**src/hdl/b32d_pkg.sv**
```systemverilog
// ----------------------------------------------------------------------------
// b32d_pkg
// shared types, constants and helper functions of the base32 text decoder
// ----------------------------------------------------------------------------
package b32d_pkg;

  localparam int unsigned CharW      = 8;
  localparam int unsigned SymW       = 5;
  localparam int unsigned GroupW     = 40;
  localparam int unsigned PosW       = 3;
  localparam int unsigned NBytesW    = 3;
  localparam int unsigned GroupFifoDepth = 4;

  localparam logic [CharW-1:0] ChrUpperA = 8'h41;  // 'A'
  localparam logic [CharW-1:0] ChrUpperZ = 8'h5A;  // 'Z'
  localparam logic [CharW-1:0] ChrDigit2 = 8'h32;  // '2'
  localparam logic [CharW-1:0] ChrDigit7 = 8'h37;  // '7'
  localparam logic [SymW-1:0]  DigitBase = 5'd26;

  localparam logic [PosW-1:0]  LastPos   = 3'd7;

  // one finished group handed from front to back
  typedef struct packed {
    logic [GroupW-1:0]  acc;
    logic [NBytesW-1:0] nbytes;
    logic               fin;
  } group_t;

  // symbol value of a character, zero for anything outside the alphabet
  function automatic logic [SymW-1:0] sym_value(input logic [CharW-1:0] c);
    logic [CharW-1:0] diff;
    diff = '0;
    if (c >= ChrUpperA && c <= ChrUpperZ) begin
      diff = c - ChrUpperA;
      return diff[SymW-1:0];
    end else if (c >= ChrDigit2 && c <= ChrDigit7) begin
      diff = c - ChrDigit2;
      return diff[SymW-1:0] + DigitBase;
    end
    return '0;
  endfunction

  // whole bytes in a group of (pos + 1) characters
  function automatic logic [NBytesW-1:0] group_bytes(input logic [PosW-1:0] pos);
    logic [NBytesW-1:0] nb;
    unique case (pos)
      3'd0:    nb = 3'd0;
      3'd1:    nb = 3'd1;
      3'd2:    nb = 3'd1;
      3'd3:    nb = 3'd2;
      3'd4:    nb = 3'd3;
      3'd5:    nb = 3'd3;
      3'd6:    nb = 3'd4;
      3'd7:    nb = 3'd5;
      default: nb = 3'd0;
    endcase
    return nb;
  endfunction

  // byte k of a group, most significant first
  function automatic logic [CharW-1:0] group_byte(input logic [GroupW-1:0] acc,
                                                  input logic [NBytesW-1:0] k);
    logic [CharW-1:0] b;
    unique case (k)
      3'd0:    b = acc[39:32];
      3'd1:    b = acc[31:24];
      3'd2:    b = acc[23:16];
      3'd3:    b = acc[15:8];
      3'd4:    b = acc[7:0];
      default: b = '0;
    endcase
    return b;
  endfunction

endpackage

```
**src/hdl/base32_text_decoder_unit.sv**
```systemverilog
// ----------------------------------------------------------------------------
// base32_text_decoder_unit
// streaming base32 text decoder, one character in, bytes out
// ----------------------------------------------------------------------------
// characters 'A'-'Z' and '2'-'7' carry 5-bit values 0-31, any other code
// takes a position and counts as value 0. eight characters, or a character
// with text_end_i set, close a group of up to 40 bits, which leaves as
// count*5/8 bytes, most significant first; leftover bits are dropped, so a
// one-character final run gives no bytes. a character is taken every cycle
// while full is low; a closed group goes into a small group queue and the
// back end sends one byte per cycle from it into the output register while
// that register is empty or being popped. the first byte of a group passes
// through the group queue and then the output register before it can be
// popped. a group never gives more bytes than it took characters, so the
// back end keeps up with a character every cycle and full rises only when
// the result side stalls long enough for the group queue to fill.
module base32_text_decoder_unit #(
  parameter int unsigned GroupFifoDepth = b32d_pkg::GroupFifoDepth
) (
  input  logic                       clk_i,
  input  logic                       rst_ni,
  // character side
  input  logic                       push,
  output logic                       full,
  input  logic [b32d_pkg::CharW-1:0] char_code_i,
  input  logic                       text_end_i,
  // byte side
  output logic                       empty,
  input  logic                       pop,
  output logic [b32d_pkg::CharW-1:0] data_byte_o,
  output logic                       run_last_o,
  output logic                       from_final_char_o
);
  import b32d_pkg::*;

  group_t grp_in, grp_out;
  logic   grp_push, grp_pop, grp_full, grp_empty;
  logic   take;

  // a character transfer happens whenever the group queue has room
  assign full = grp_full;
  assign take = push && !grp_full;

  // front: symbol lookup and group packing
  b32d_front u_front (
    .clk_i       (clk_i),
    .rst_ni      (rst_ni),
    .take_i      (take),
    .char_code_i (char_code_i),
    .text_end_i  (text_end_i),
    .grp_push_o  (grp_push),
    .grp_o       (grp_in)
  );

  // queue of closed groups, lets front and back stall independently
  b32d_group_fifo #(
    .Depth (GroupFifoDepth)
  ) u_fifo (
    .clk_i   (clk_i),
    .rst_ni  (rst_ni),
    .push_i  (grp_push),
    .data_i  (grp_in),
    .pop_i   (grp_pop),
    .data_o  (grp_out),
    .full_o  (grp_full),
    .empty_o (grp_empty)
  );

  // back: byte emission with a registered output stage
  b32d_back u_back (
    .clk_i             (clk_i),
    .rst_ni            (rst_ni),
    .grp_i             (grp_out),
    .grp_empty_i       (grp_empty),
    .grp_pop_o         (grp_pop),
    .pop_i             (pop),
    .empty_o           (empty),
    .data_byte_o       (data_byte_o),
    .run_last_o        (run_last_o),
    .from_final_char_o (from_final_char_o)
  );

endmodule

```
**src/hdl/b32d_front.sv**
```systemverilog
// ----------------------------------------------------------------------------
// b32d_front
// takes characters, packs symbol values into the group, closes groups
// ----------------------------------------------------------------------------
module b32d_front (
  input  logic                          clk_i,
  input  logic                          rst_ni,
  input  logic                          take_i,
  input  logic [b32d_pkg::CharW-1:0]    char_code_i,
  input  logic                          text_end_i,
  output logic                          grp_push_o,
  output b32d_pkg::group_t              grp_o
);
  import b32d_pkg::*;

  logic [GroupW-1:0] acc_q, acc_d;
  logic [PosW-1:0]   pos_q, pos_d;
  logic [GroupW-1:0] acc_new;
  logic [5:0]        shift;
  logic              close;

  // slot of this character: bits 39-5*pos down to 35-5*pos
  assign shift   = 6'd35 - (6'(pos_q) * 6'd5);
  assign acc_new = acc_q | (GroupW'(sym_value(char_code_i)) << shift);
  assign close   = (pos_q == LastPos) || text_end_i;

  assign grp_o.acc    = acc_new;
  assign grp_o.nbytes = group_bytes(pos_q);
  assign grp_o.fin    = text_end_i;
  // groups too short for a byte are dropped here
  assign grp_push_o   = take_i && close && (group_bytes(pos_q) != '0);

  always_comb begin
    acc_d = acc_q;
    pos_d = pos_q;
    if (take_i) begin
      if (close) begin
        acc_d = '0;
        pos_d = '0;
      end else begin
        acc_d = acc_new;
        pos_d = pos_q + 3'd1;
      end
    end
  end

  always_ff @(posedge clk_i or negedge rst_ni) begin
    if (!rst_ni) begin
      acc_q <= '0;
      pos_q <= '0;
    end else begin
      acc_q <= acc_d;
      pos_q <= pos_d;
    end
  end

endmodule

```
**src/hdl/b32d_group_fifo.sv**
```systemverilog
// ----------------------------------------------------------------------------
// b32d_group_fifo
// short queue of closed groups between front and back
// ----------------------------------------------------------------------------
module b32d_group_fifo #(
  parameter int unsigned Depth = b32d_pkg::GroupFifoDepth
) (
  input  logic             clk_i,
  input  logic             rst_ni,
  input  logic             push_i,
  input  b32d_pkg::group_t data_i,
  input  logic             pop_i,
  output b32d_pkg::group_t data_o,
  output logic             full_o,
  output logic             empty_o
);
  import b32d_pkg::*;

  localparam int unsigned PtrW = (Depth > 1) ? $clog2(Depth) : 1;
  localparam int unsigned CntW = $clog2(Depth + 1);
  localparam logic [PtrW-1:0] PtrMax = PtrW'(Depth - 1);
  localparam logic [CntW-1:0] CntMax = CntW'(Depth);

  group_t            mem_q [Depth];
  logic [PtrW-1:0]   wr_q, rd_q;
  logic [CntW-1:0]   cnt_q;
  logic              do_push, do_pop;

  assign full_o  = (cnt_q == CntMax);
  assign empty_o = (cnt_q == '0);
  assign do_push = push_i && !full_o;
  assign do_pop  = pop_i && !empty_o;
  assign data_o  = mem_q[rd_q];

  always_ff @(posedge clk_i) begin
    if (do_push) begin
      mem_q[wr_q] <= data_i;
    end
  end

  always_ff @(posedge clk_i or negedge rst_ni) begin
    if (!rst_ni) begin
      wr_q  <= '0;
      rd_q  <= '0;
      cnt_q <= '0;
    end else begin
      if (do_push) begin
        wr_q <= (wr_q == PtrMax) ? '0 : wr_q + PtrW'(1);
      end
      if (do_pop) begin
        rd_q <= (rd_q == PtrMax) ? '0 : rd_q + PtrW'(1);
      end
      if (do_push && !do_pop) begin
        cnt_q <= cnt_q + CntW'(1);
      end else if (do_pop && !do_push) begin
        cnt_q <= cnt_q - CntW'(1);
      end
    end
  end

endmodule

```
**src/hdl/b32d_back.sv**
```systemverilog
// ----------------------------------------------------------------------------
// b32d_back
// walks each group a byte per cycle to the output reg while free or popped
// ----------------------------------------------------------------------------
module b32d_back (
  input  logic                       clk_i,
  input  logic                       rst_ni,
  input  b32d_pkg::group_t           grp_i,
  input  logic                       grp_empty_i,
  output logic                       grp_pop_o,
  input  logic                       pop_i,
  output logic                       empty_o,
  output logic [b32d_pkg::CharW-1:0] data_byte_o,
  output logic                       run_last_o,
  output logic                       from_final_char_o
);
  import b32d_pkg::*;

  logic [NBytesW-1:0] k_q;
  logic               out_valid_q;
  logic [CharW-1:0]   byte_q;
  logic               last_q, fin_q;
  logic               load, step, is_last;

  assign load      = !out_valid_q || pop_i;
  assign step      = load && !grp_empty_i;
  assign is_last   = (k_q + 3'd1) == grp_i.nbytes;
  assign grp_pop_o = step && is_last;

  assign empty_o           = !out_valid_q;
  assign data_byte_o       = byte_q;
  assign run_last_o        = last_q;
  assign from_final_char_o = fin_q;

  always_ff @(posedge clk_i or negedge rst_ni) begin
    if (!rst_ni) begin
      out_valid_q <= 1'b0;
      k_q         <= '0;
    end else begin
      if (load) begin
        out_valid_q <= !grp_empty_i;
      end
      if (step) begin
        k_q <= is_last ? '0 : k_q + 3'd1;
      end
    end
  end

  always_ff @(posedge clk_i) begin
    if (step) begin
      byte_q <= group_byte(grp_i.acc, k_q);
      last_q <= is_last;
      fin_q  <= grp_i.fin;
    end
  end

endmodule
```
**config.mk**
```make
export PLATFORM = sky130hd
export DESIGN_NAME = base32_text_decoder_unit
export DESIGN_NICKNAME = d
export VERILOG_FILES = /design/src/hdl/b32d_pkg.sv /design/src/hdl/base32_text_decoder_unit.sv /design/src/hdl/b32d_front.sv /design/src/hdl/b32d_group_fifo.sv /design/src/hdl/b32d_back.sv
export SDC_FILE = /design/constraint.sdc
export NUM_CORES = 1
export LEC_CHECK = 0
export BUFFER_PORTS_ARGS = -buffer_cell sky130_fd_sc_hd__buf_2
export CORE_MARGIN = 10
export CORE_UTILIZATION = 40
export DETAILED_ROUTE_END_ITERATION = 16
export GPL_TIMING_DRIVEN = 0
export SLEW_MARGIN = 20
export SYNTH_ARGS = -nofsm -noshare
export SYNTH_HDL_FRONTEND = slang
export SYNTH_SLANG_ARGS = --single-unit
```
**constraint.sdc**
```tcl
create_clock -name clk_i -period 3.6 [get_ports clk_i]
set_input_delay 0.18 -clock clk_i [delete_from_list [all_inputs] [get_ports clk_i]]
set_output_delay 0.18 -clock clk_i [all_outputs]
set_load 0.01 [all_outputs]
```
* Word level (Yosys, flattened, before mapping)
Memory sizes are Yosys's and may differ from the RTL's. Cells that the tools add are included.
Word-level totals: input port bits 13, register bits after elaboration 64, output and inout port bits 12, memories 3, RAM bits 176, bits in read-only memories 48, latch bits 0
Memory list:
- u_fifo.mem_q | words 4, width 44, rd ports 1, clocked after Yosys merged registers in 0, wr ports 1, RTL line b32d_group_fifo.sv:24 | group_t mem_q [Depth];
- (name not given) | words 8, width 3, rd ports 1, clocked after Yosys merged registers in 0, wr ports 0, RTL line b32d_pkg.sv:46 | unique case (pos)
- (name not given) | words 8, width 3, rd ports 1, clocked after Yosys merged registers in 0, wr ports 0, RTL line b32d_pkg.sv:46
Cells by class: order comparisons 4, reduce and logical (&&, ||, !) cells 22, $mul 1, eq/ne operators 9, bitwise gates (word level) 1, add/subtract/negate cells 10, multiplexer cells 15, shift-type cells 1, divide/modulo/power cells 0
Operators with widths (count):
- $mux 40 | 1
- $or 40x40->40 | 1
- $pmux 8 s5 | 1
- $shl 5x6->40 | 1
- $mux 5 | 3
- $mux 3 | 4
- $logic_and 1x1->1 | 11
- $add 3x1->3 const B | 3
- $eq 3x3->1 const B | 3
- $ge 8x6->1 const B | 1
- $ge 8x7->1 const B | 1
- $le 8x6->1 const B | 1
- $le 8x7->1 const B | 1
- $eq 3x2->1 const B | 2
- $logic_not 3->1 | 2
- $mul 3x3->6 const B | 1
- $sub 6x6->6 const A | 1
- $add 5x5->5 const B | 1
- $logic_not 1->1 | 5
- $sub 5x1->5 const B | 1
- $sub 5x5->5 const B | 1
- $add 2x1->2 const B | 2
- $eq 2x2->1 const B | 2
- $mux 1 | 4
- other kinds (7) | 9

* Depth between registers and ports, before layout
Gate-level depths: netlist (run 1).
depth after elaboration 10, mapped depth 12, depth with buffers taken out 11

* By module
Synthesis (run 1) repeated with hierarchy kept, for this count alone.
Unflattened totals: cells, all modules 702, area total of the unflattened synthesis 10903.0 µm²
By module, submodules not included:
- b32d_group_fifo | times used 1, sequential area each 5460.2 µm², area an instance 6849.1 µm², cells an instance 267
- b32d_front | times used 1, sequential area each 1076.0 µm², area an instance 3183.1 µm², cells an instance 358
- b32d_back | times used 1, sequential area each 400.4 µm², area an instance 857.1 µm², cells an instance 76
- base32_text_decoder_unit | times used 1, sequential area each 0.0 µm², area an instance 13.8 µm², cells an instance 1

* Worst setup path before layout (run 1)
No wires, ideal clock.
path kind reg2reg, from register u_front.pos_q[0], to memory u_fifo.mem_q[3][0] (netlist bit), enable pin, data arrival time 2.828 ns, slack 0.367 ns, cell stages (with the launch flop) 8, required time 3.194 ns, buffers on the path 1, setup time 0.406 ns, cell sequence dfrtp_1 -> buf_2 -> clkinv_1 -> ha_1 -> mux2i_1 -> nor3_1 -> nor2_1 -> and2_1
On the way: longest elaborated chain between the ends 7, elaborated cells on any way between the ends 9, classes of those cells 1 x eq/ne; 2 x mux; 5 x reduce/logical; 1 x memory
RTL lines:
- from (decl) | RTL line b32d_front.sv:17 | logic [PosW-1:0] pos_q, pos_d;
- from (signal assigned) | RTL line b32d_front.sv:53 | pos_q <= pos_d;
- branches (longest 3 deep; another with $mem_v2 8x3)
- $logic_and 1x1->1 * | RTL line b32d_front.sv:31 | assign grp_push_o = take_i && close && (group_bytes(pos_q) != '0);
- $logic_and 1x1->1 * | RTL line b32d_group_fifo.sv:31 | assign do_push = push_i && !full_o;
- named net u_fifo.do_push | RTL line b32d_group_fifo.sv:27 | logic do_push, do_pop;
- $mux 1 * | RTL line b32d_group_fifo.sv:36 | if (do_push) begin
- $mux 1 (implied by the code) * | RTL line b32d_group_fifo.sv:37 | mem_q[wr_q] <= data_i;
- to (decl) | RTL line b32d_group_fifo.sv:24
Mark *: on every way through the listed nets, which the timed path passes.

==> results of run 1 <==
## per-stage QoR
| stage | setup WS (ns) | area [um^2] |
|---|---|---|
| 2_1_floorplan | 0.3667 | 11100 |
| 3_3_place_gp | -1.252 | 11690 |
| 3_5_place_dp | -0.1987 | 11700 |
| 4_1_cts | 0.008719 | 12450 |
| 5_1_grt | 0.06139 | 12480 |
| 6_report | 0.1910 | 12480 |
## report_power, final
group	switching (mW)	internal (mW)	total (mW)
Clock	1.01	1.28	2.29
Combinational	2.73	1.34	4.08
Sequential	0.179	3.56	3.74
Total	3.92	6.18	10.1
## how the worst min path moves through the flow
stage,cells past startpoint,to,start
global route,1,u_fifo.mem_q[1][0]$_DFFE_PP_,text_end_i
floorplan,0,u_back.k_q[0]$_DFFE_PN0P_,rst_ni
finish,1,u_fifo.mem_q[1][0]$_DFFE_PP_,text_end_i
CTS,1,u_fifo.mem_q[3][0]$_DFFE_PP_,text_end_i
global placement,2,u_back.out_valid_q$_DFFE_PN0N_,pop
detailed placement,1,u_fifo.rd_q[0]$_DFFE_PN0P_,rst_ni
## cell families (layout without fill, tap and decap cells)
family                   Yosys count  in the layout
multiplexers                      47             47
AND/OR/NAND/NOR                  234            234
adder cells (fa/ha/maj)           24             24
XOR/XNOR                           9              9
AO/OA/AOI/OAI                    177            177
buffers and inverters             59            127
flip-flops                       240            240
## cells in the final DEF, fill, tap and decap left out, drive strengths merged, types with 4 or more instances in the layout
cell type  netlist  final
a211oi           6      6
a21o             5      5
a21oi           24     24
a221o           15     15
a221oi           7      7
a22oi           10     10
a311oi           5      5
a31oi            7      7
a32oi            4      4
and2            11     11
buf             15     40
clkbuf          26     59
clkinv           2      8
dfrtp           54     54
edfxtp         186    186
ha              22     22
inv             16     16
mux4            44     44
nand2           89     89
nand2b           7      7
nand3           24     24
nand4            6      6
nor2            27     27
nor2b            5      5
nor3            38     38
nor4             6      6
o211ai          13     13
o21ai           40     40
o21bai          10     10
o221ai           6      6
o31ai            6      6
or2              6      6
xnor2            5      5
xor2             4      4
## cells in the mapped netlist, types with 11 or more instances
cell type,instances
a21oi_1,23
a221o_1,15
and2_1,11
clkbuf_1,26
dfrtp_1,54
edfxtp_1,186
ha_1,22
inv_1,16
mux4_2,44
nand2_1,89
nand3_1,23
nor2_1,26
nor3_1,36
o211ai_1,13
o21ai_0,30
## cell type report
class,instances,area share [%]
flip-flops and latches,240,55.61
inverters,18,0.6017
plain buffers,40,1.565
clock buffers,35,5.315
clock inverters,8,0.3310
repair buffers,26,1.143
well taps,372,3.731
multi-input cells,491,31.70
## repair_timing
item                                    4_1_cts  5_1_grt
endpoints found under the setup margin      211      226
hold buffers                                  2        0
setup buffers                                 0        0
resized for setup                             5       12
hold endpoints to repair                     55        0
## layer usage
metal | part of all wire, % | vias to the layer above
met5 | 0 | -
li1 | - | 3229
met1 | 45 | 3551
met4 | 2.1 | 0
met3 | 5.8 | 45
met2 | 47 | 230
## sequential cells by signal, indices dropped and copies added, names as in the netlist
register / cells
u_back.run_last_o: 1
u_front.acc_q: 40
u_front.pos_q: 3
u_fifo.cnt_q: 3
u_fifo.mem_q: 176
u_back.data_byte_o: 8
u_fifo.wr_q: 2
u_fifo.rd_q: 2
u_back.from_final_char_o: 1
u_back.out_valid_q: 1
u_back.k_q: 3
==> impl_summary.md, run 1 <==
Logic synthesis
After synthesis, the cell types taking the most area are edfxtp_1 (50%), dfrtp_1 (12%), mux4_2 (8.9%). The xor/xnor cell area share of the yosys netlist is 0.7101%. The mean area per synthesized cell is 14.05 um^2. The number of synthesis warnings is 0. Summing the areas of all fa, ha and maj instances in the mapped netlist gives 2.840% of the synthesized area. The fraction of synthesized area in multiplexers is 9.220%. The main flop type after synthesis is edfxtp_1.

The total of flip-flops plus latches after synthesis is 240. The share of synthesized area occupied by flip-flops and latches is 62.49%. Synthesis produced a netlist with a net count of 827. The number of different library cells used by synthesis comes to 75. After synthesis the cells add up to 0.01110 mm^2. The synthesized design contains 186 enable-type register cells. The number of instances in the synthesized netlist is 790. By area, the combinational part of the netlist is dominated by compound AO/OA/AOI/OAI gates.

The synthesized design devotes to its leading area cell type 50.32% of total area. Summing the areas of all compound-gate instances in the mapped netlist gives 11.99% of the synthesized area. The simple-gate share of the synthesized area is 10.36%. The dominant cell type by area after synthesis is edfxtp_1. The async set-reset flop share out of synthesis is 22.50%.

Worst hold path
The path class of the tightest hold or removal check is input port to flip-flop.

Drt
The first-pass detailed-route iteration total is 4. For this run, design rule violations remaining after detail routing come to 0. The detail route stage leaves a number of antenna-violating nets equal to 0. The routed wire length per instance is 21.94 um. The initial detailed-routing violation count is 667.

The final wirelength is 26.99 mm. After detailed routing, the number of vias per cell comes to 5.736. The count of vias placed by the detailed router is 7055.

Clock tree
The clock passes through at most 3 buffers. The cell at the root of the clock tree is clkbuf_16. The insertion delay to the later sink of the worst-skew pair is 0.51 ns. The number of H-tree branching levels is 1.

Clock-pin slew was measured on the worst setup and hold paths at 0.06 ns. The clock tree from TritonCTS is yes. The tree built by TritonCTS fans out to 240 sinks. The number of clock buffers inserted by TritonCTS is 25.

Finish
The layout has 2406 filler cells. The area growth from synthesis to layout is 12.39%. The area of the multi-input gates is 0.003955 mm^2.

Across the whole layout, storage elements account for 0.006938 mm^2. The net count reported at finish is 879. The final standard cell count with taps included and fillers excluded is 1230. The core occupancy in the finished layout is 46.03%. Of the cells placed in the final design, the portion with a size suffix greater than 1 is 17.72%. The antenna diode instance count is 0.

Timing
The final critical delay including setup and external delays is 3.409 ns. The transition time at the pin with the least slew margin is 0.8969 ns. The clock skew after layout is 0.01532 ns. The portion of the clock cycle consumed by the worst path in the final layout is 94.70%. The count of endpoints failing hold in the final timing report is 0. The final count of pins violating max slew came to 0. The total of endpoints with negative setup slack in the final report is 0.

Adding up every negative setup slack in the final design gives 0 ns. Hold timing on the final database bottoms out at a slack of 0.02380 ns. Measured against its own limit, the worst slew margin works out to 40.10%. Setup repair after global routing left no endpoint under its margin. Static timing analysis puts the maximum clock frequency at 0.2933 GHz.

Setup path
The type of origin of the critical path is a flip-flop. The critical path ends at u_fifo.mem_q[0][36]$_DFFE_PP_. The signal on the critical path passes through ha_1 > fa_1 > xnor2_2 > o21ai_2 > nor2_1 > o21ai_0 > nand2_1. The critical path crosses 7 cells after its start point. The required time reported for the critical path endpoint is 3.94 ns. The endpoint kind of the worst setup timing path is a flip-flop. The launch point of the worst reg-to-reg path is u_front.pos_q[2]$_DFFE_PN0P_. The endpoint of the lowest-slack register-to-register path is u_fifo.mem_q[0][36]$_DFFE_PP_. The path type of the worst setup path is flip-flop to flip-flop. The number of buffers and inverters on the critical path is 0. The cell with the largest stage delay on the worst path is dfrtp_1.

The kind of cell adding the most delay to the critical path is adder cells. Setup slack on the worst reg-to-reg path comes out at 0.19 ns. The number of cells on the worst reg-to-reg path is 7. The critical path data arrival time is 3.75 ns. The most critical setup path has its startpoint at u_front.pos_q[2]$_DFFE_PN0P_. The worst stage delay on the critical path is 0.60 ns. Of all nets on the critical path, the largest fanout is 10.

Run
The number of max-cap violations is 0.

Placement
The HPWL after detailed placement is 18.63 mm. The placed instance count is 1186. The congestion estimate from routability-driven global placement came to 0.8805. Port buffering added 24 buffers.

Global route
The met1 usage in global routing is 21.05%. For met3 alone, demand over resource in global routing was 2.328%. For met2 alone, demand over resource in global routing was 24.81%. The initial antenna violation count is 0. After global routing, the most crowded layer is met2. The first global-routing pass estimated 42.50 mm of wire. After global routing the overflow that remains totals 0. Global routing used 15.26% of the available tracks across all layers. Entering global routing, the biggest net connects 55 pins.

The via count of the first global-routing pass came to 7080.

Die
Measured along the x axis, the die boundary spans 186.6 um. The effective utilization at floorplan is 40.96%. The die boundary height is 186.6 um. The number of ports placed on the die boundary is 25.

The floorplan core area is 0.02710 mm^2. The die area is 0.03482 mm^2. The count of standard-cell rows is 60.

Power and ir drop
Power spread over the standard cell area amounts to 809.5 mW/mm^2. The static leakage power is 4.351 nW. The design draws 10.10 mW. The maximum ir drop on the vdd rail is 0.3792 mV.

Run status
The flow ran to the end, and the final reports show no timing, DRC or antenna violations.
Note: power is estimated with default switching activity, not from simulation.
==> run 2, diff against run 1 <==
--- a/config.mk
+++ b/config.mk
@@ -6,10 +6,13 @@
 export NUM_CORES = 1
 export LEC_CHECK = 0
 export BUFFER_PORTS_ARGS = -buffer_cell sky130_fd_sc_hd__buf_2
+export CELL_PAD_IN_SITES_DETAIL_PLACEMENT = 0
+export CELL_PAD_IN_SITES_GLOBAL_PLACEMENT = 1
 export CORE_MARGIN = 10
-export CORE_UTILIZATION = 40
+export CORE_UTILIZATION = 53
 export DETAILED_ROUTE_END_ITERATION = 16
 export GPL_TIMING_DRIVEN = 0
+export PLACE_DENSITY_LB_ADDON = 0.1
 export SLEW_MARGIN = 20
 export SYNTH_ARGS = -nofsm -noshare
 export SYNTH_HDL_FRONTEND = slang
==> run 2 against run 1 <==
Hold slack better by 0.23 ns. Combinational power up 2%. Utilization up 15 points. Critical endpoint is now u_fifo.mem_q[2][38]$_DFFE_PP_. Sequential cell count unchanged. Via count up 2.9%. First-iteration DRC count up 22%. Largest cell class unchanged. Sequential power about the same.
==> impl_summary.md, run 2 (synthesized netlist as in run 1, its figures left out) <==
Finish
The register containing the most flip-flops in the final layout is u_fifo.mem_q (unchanged). The relative area change from synthesis to final layout is 12.04% (was 12.39%). The total of fill cells in the finished design is 1600 (was 2406).

The net count reported at finish came to 879 (unchanged). The core occupancy in the finished layout came to 60.88% (was 46.03%). The antenna diode instance count came to 0 (unchanged). Highest-count cells in the layout ignoring fill and taps: edfxtp_1 (186), nand2_1 (89), dfrtp_1 (52) (was edfxtp_1 (186), nand2_1 (89), dfrtp_1 (53)). The commonest non-fill, non-tap cell in the layout was edfxtp_1 (unchanged). The share of layout cells above drive strength 1 is 19.42% (was 17.72%). The flip-flop count of the largest register after layout was 176 (unchanged).

Timing
The transition time at the pin with the least slew margin was 0.8748 ns (was 0.8969 ns). The clock skew after layout came to 0.01458 ns (was 0.01532 ns). The final critical delay including setup and external delays is 3.341 ns (was 3.409 ns).

The portion of the clock cycle consumed by the worst path in the final layout is 92.81% (was 94.70%). The final count of pins violating max slew was 0 (unchanged). The total of endpoints with negative setup slack in the final report is 0 (unchanged).

The worst hold margin is 0.2575 ns (was 0.02380 ns). The highest achievable clock rate is 0.2993 GHz (was 0.2933 GHz). Unrepaired setup endpoints after global routing: no (unchanged). The count of endpoints failing hold in the final timing report was 0 (unchanged). The relative slew slack is 41.42% (was 40.10%).

Die
The die width is 164.7 um (was 186.6 um). The effective utilization at floorplan came to 54.34% (was 40.96%). The die area was 0.02713 mm^2 (was 0.03482 mm^2). The number of ports placed on the die boundary came to 25 (unchanged). The floorplan core area was 0.02043 mm^2 (was 0.02710 mm^2). The die boundary height is 164.7 um (was 186.6 um). The count of standard-cell rows is 52 (was 60).

Drt
The final wirelength is 27.80 mm (was 26.99 mm). The per-cell via count in the routed design is 6.422 (was 5.736). The initial detailed-routing violation count came to 811 (was 667). The number of nets still failing antenna checks after routing is 0 (unchanged). The first-pass detailed-route iteration total is 5 (was 4). The routed wire length per instance is 24.60 um (was 21.94 um). The count of vias placed by the detailed router came to 7257 (was 7055). The post-route DRC violation count was 0 (unchanged).

Setup path
The required time reported for the critical path endpoint is 3.94 ns (about the same). The highest net fanout along the worst path is 12 (was 10). The endpoint kind of the worst setup timing path is a flip-flop (unchanged). The type of origin of the critical path is a flip-flop (unchanged). The path type of the worst setup path is flip-flop to flip-flop (unchanged).

The number of cells on the worst reg-to-reg path is 8 (was 7). The critical path data arrival time is 3.69 ns (was 3.75 ns). The launch point of the worst reg-to-reg path is u_front.pos_q[1]$_DFFE_PN0P_ (was u_front.pos_q[2]$_DFFE_PN0P_). The slack of the worst reg-to-reg path was 0.26 ns (was 0.19 ns). The endpoint of the lowest-slack register-to-register path was u_fifo.mem_q[2][38]$_DFFE_PP_ (was u_fifo.mem_q[0][36]$_DFFE_PP_).

Clock tree
The maximum buffer depth of the clock tree was 3 (unchanged). The number of H-tree branching levels came to 1 (unchanged). The clock input transition at the sequential cells of the worst setup and hold paths is 0.07 ns (was 0.06 ns).

The cell at the root of the clock tree is clkbuf_16 (unchanged). The number of sinks on the clock net was 240 (unchanged). The insertion delay to the later sink of the worst-skew pair is 0.53 ns (was 0.51 ns).

The clock tree from TritonCTS was yes (unchanged). The number of clock buffers inserted by TritonCTS is 25 (unchanged).

Worst hold path
The type of the tightest min-delay check was input port to asynchronous set/reset pin (was input port to flip-flop).

Global route
The pin count of the biggest net entering global routing came to 55 (unchanged). The total congestion overflow is 0 (unchanged). The via count of the first global-routing pass came to 7366 (was 7080). The overall fraction of global-route tracks in use is 20.68% (was 15.26%).

The initial antenna violation count was 0 (unchanged). The global-route wire length before repair was 43.04 mm (was 42.50 mm).

Run
The number of max-cap violations is 0 (unchanged).

Run status
Status: finished, final reports clean (unchanged).

Placement
The HPWL after detailed placement was 19.18 mm (was 18.63 mm). The routability congestion estimate from global placement is 0.9212 (was 0.8805). The count of buffers inserted at the top-level ports is 24 (unchanged).

Power and ir drop
The static leakage power is 4.387 nW (was 4.351 nW). The maximum ir drop on the vdd rail is 0.8464 mV (was 0.3792 mV). The power per standard cell area is 828.4 mW/mm^2 (was 809.5 mW/mm^2).
==> run 2: changes by cell type in the layout (fill, tap and decap cells not counted), sizes merged <==
| cell | before | now |
|---|---|---|
| clkinv | 8 | 12 |
| inv | 16 | 21 |
| clkbuf | 59 | 49 |
| dlygate4sd3 | 2 | 3 |
| buf | 40 | 39 |
| clkinvlp | 2 | 5 |
==> run 2: metal layers <==
layer  GRT usage [%]  vias up  routed length (um)
met5               0        -                   0
met4           6.159        0                 887
met3           2.962       69                1941
met2           34.13      287               13420
met1           28.00     3668               11550
li1                -     3233                   -
==> run 2: repair_timing <==
action / CTS / global route
setup endpoints to repair: 47 / 312
hold endpoints to repair: 59 / 0
hold buffers: 3 / 0
setup buffers: 0 / 0
resized for setup: 8 / 17
==> run 2: area by class of cell <==
type | count | area, um^2 | area share (%)
clock buffers | 25 | 625.6 | 5.030
multi-input cells | 491 | 3981 | 32.01
plain buffers | 39 | 193.9 | 1.559
clock inverters | 20 | 133.9 | 1.076
repair buffers | 27 | 152.6 | 1.227
flip-flops and latches | 240 | 6939 | 55.79
well taps | 270 | 337.8 | 2.716
inverters | 18 | 72.57 | 0.5835
==> run 2: power by group <==
group | total (mW) | internal, mW | switching [mW] | leakage, nW
Sequential | 3.75 | 3.56 | 0.186 | 2.48
Clock | 2.37 | 1.29 | 1.08 | 0.368
Combinational | 4.18 | 1.37 | 2.82 | 1.54
==> run 2: critical path: stages (launching register included) <==
cell,delay (ns)
dfrtp_2,0.50
inv_1,0.35
ha_1,0.37
and3b_1,0.25
o21a_1,0.32
or4b_1,0.54
clkbuf_1,0.25
a2111o_1,0.36
nand2_1,0.20
==> run 2: worst max-delay path by stage <==
stage	from	endpoint	slack, ns
finish	u_front.pos_q[1]$_DFFE_PN0P_	u_fifo.mem_q[2][38]$_DFFE_PP_	0.26
global route	u_front.pos_q[1]$_DFFE_PN0P_	u_fifo.mem_q[2][37]$_DFFE_PP_	0.07
floorplan	u_front.pos_q[0]$_DFFE_PN0P_	u_fifo.mem_q[3][0]$_DFFE_PP_	0.37
detailed placement	u_front.pos_q[2]$_DFFE_PN0P_	u_fifo.mem_q[3][39]$_DFFE_PP_	-0.35
CTS	u_front.pos_q[1]$_DFFE_PN0P_	u_fifo.mem_q[0][37]$_DFFE_PP_	-0.05
global placement	u_front.pos_q[0]$_DFFE_PN0P_	u_fifo.mem_q[0][26]$_DFFE_PP_	-0.95
==> run 2: metrics by stage <==
stage	std cells	TNS (ns)	power, mW	instance area (um^2)	worst slack [ns]
final	1130	0	10.30	12440	0.2590
after global routing	1130	0	10.85	12440	0.07157
after CTS	1132	-0.2932	10.21	12400	-0.04925
after floorplan	790	0	6.455	11100	0.3667
after detailed placement	1084	-5.351	7.790	11570	-0.3451
after global placement	1084	-168.61	7.693	11560	-0.9508
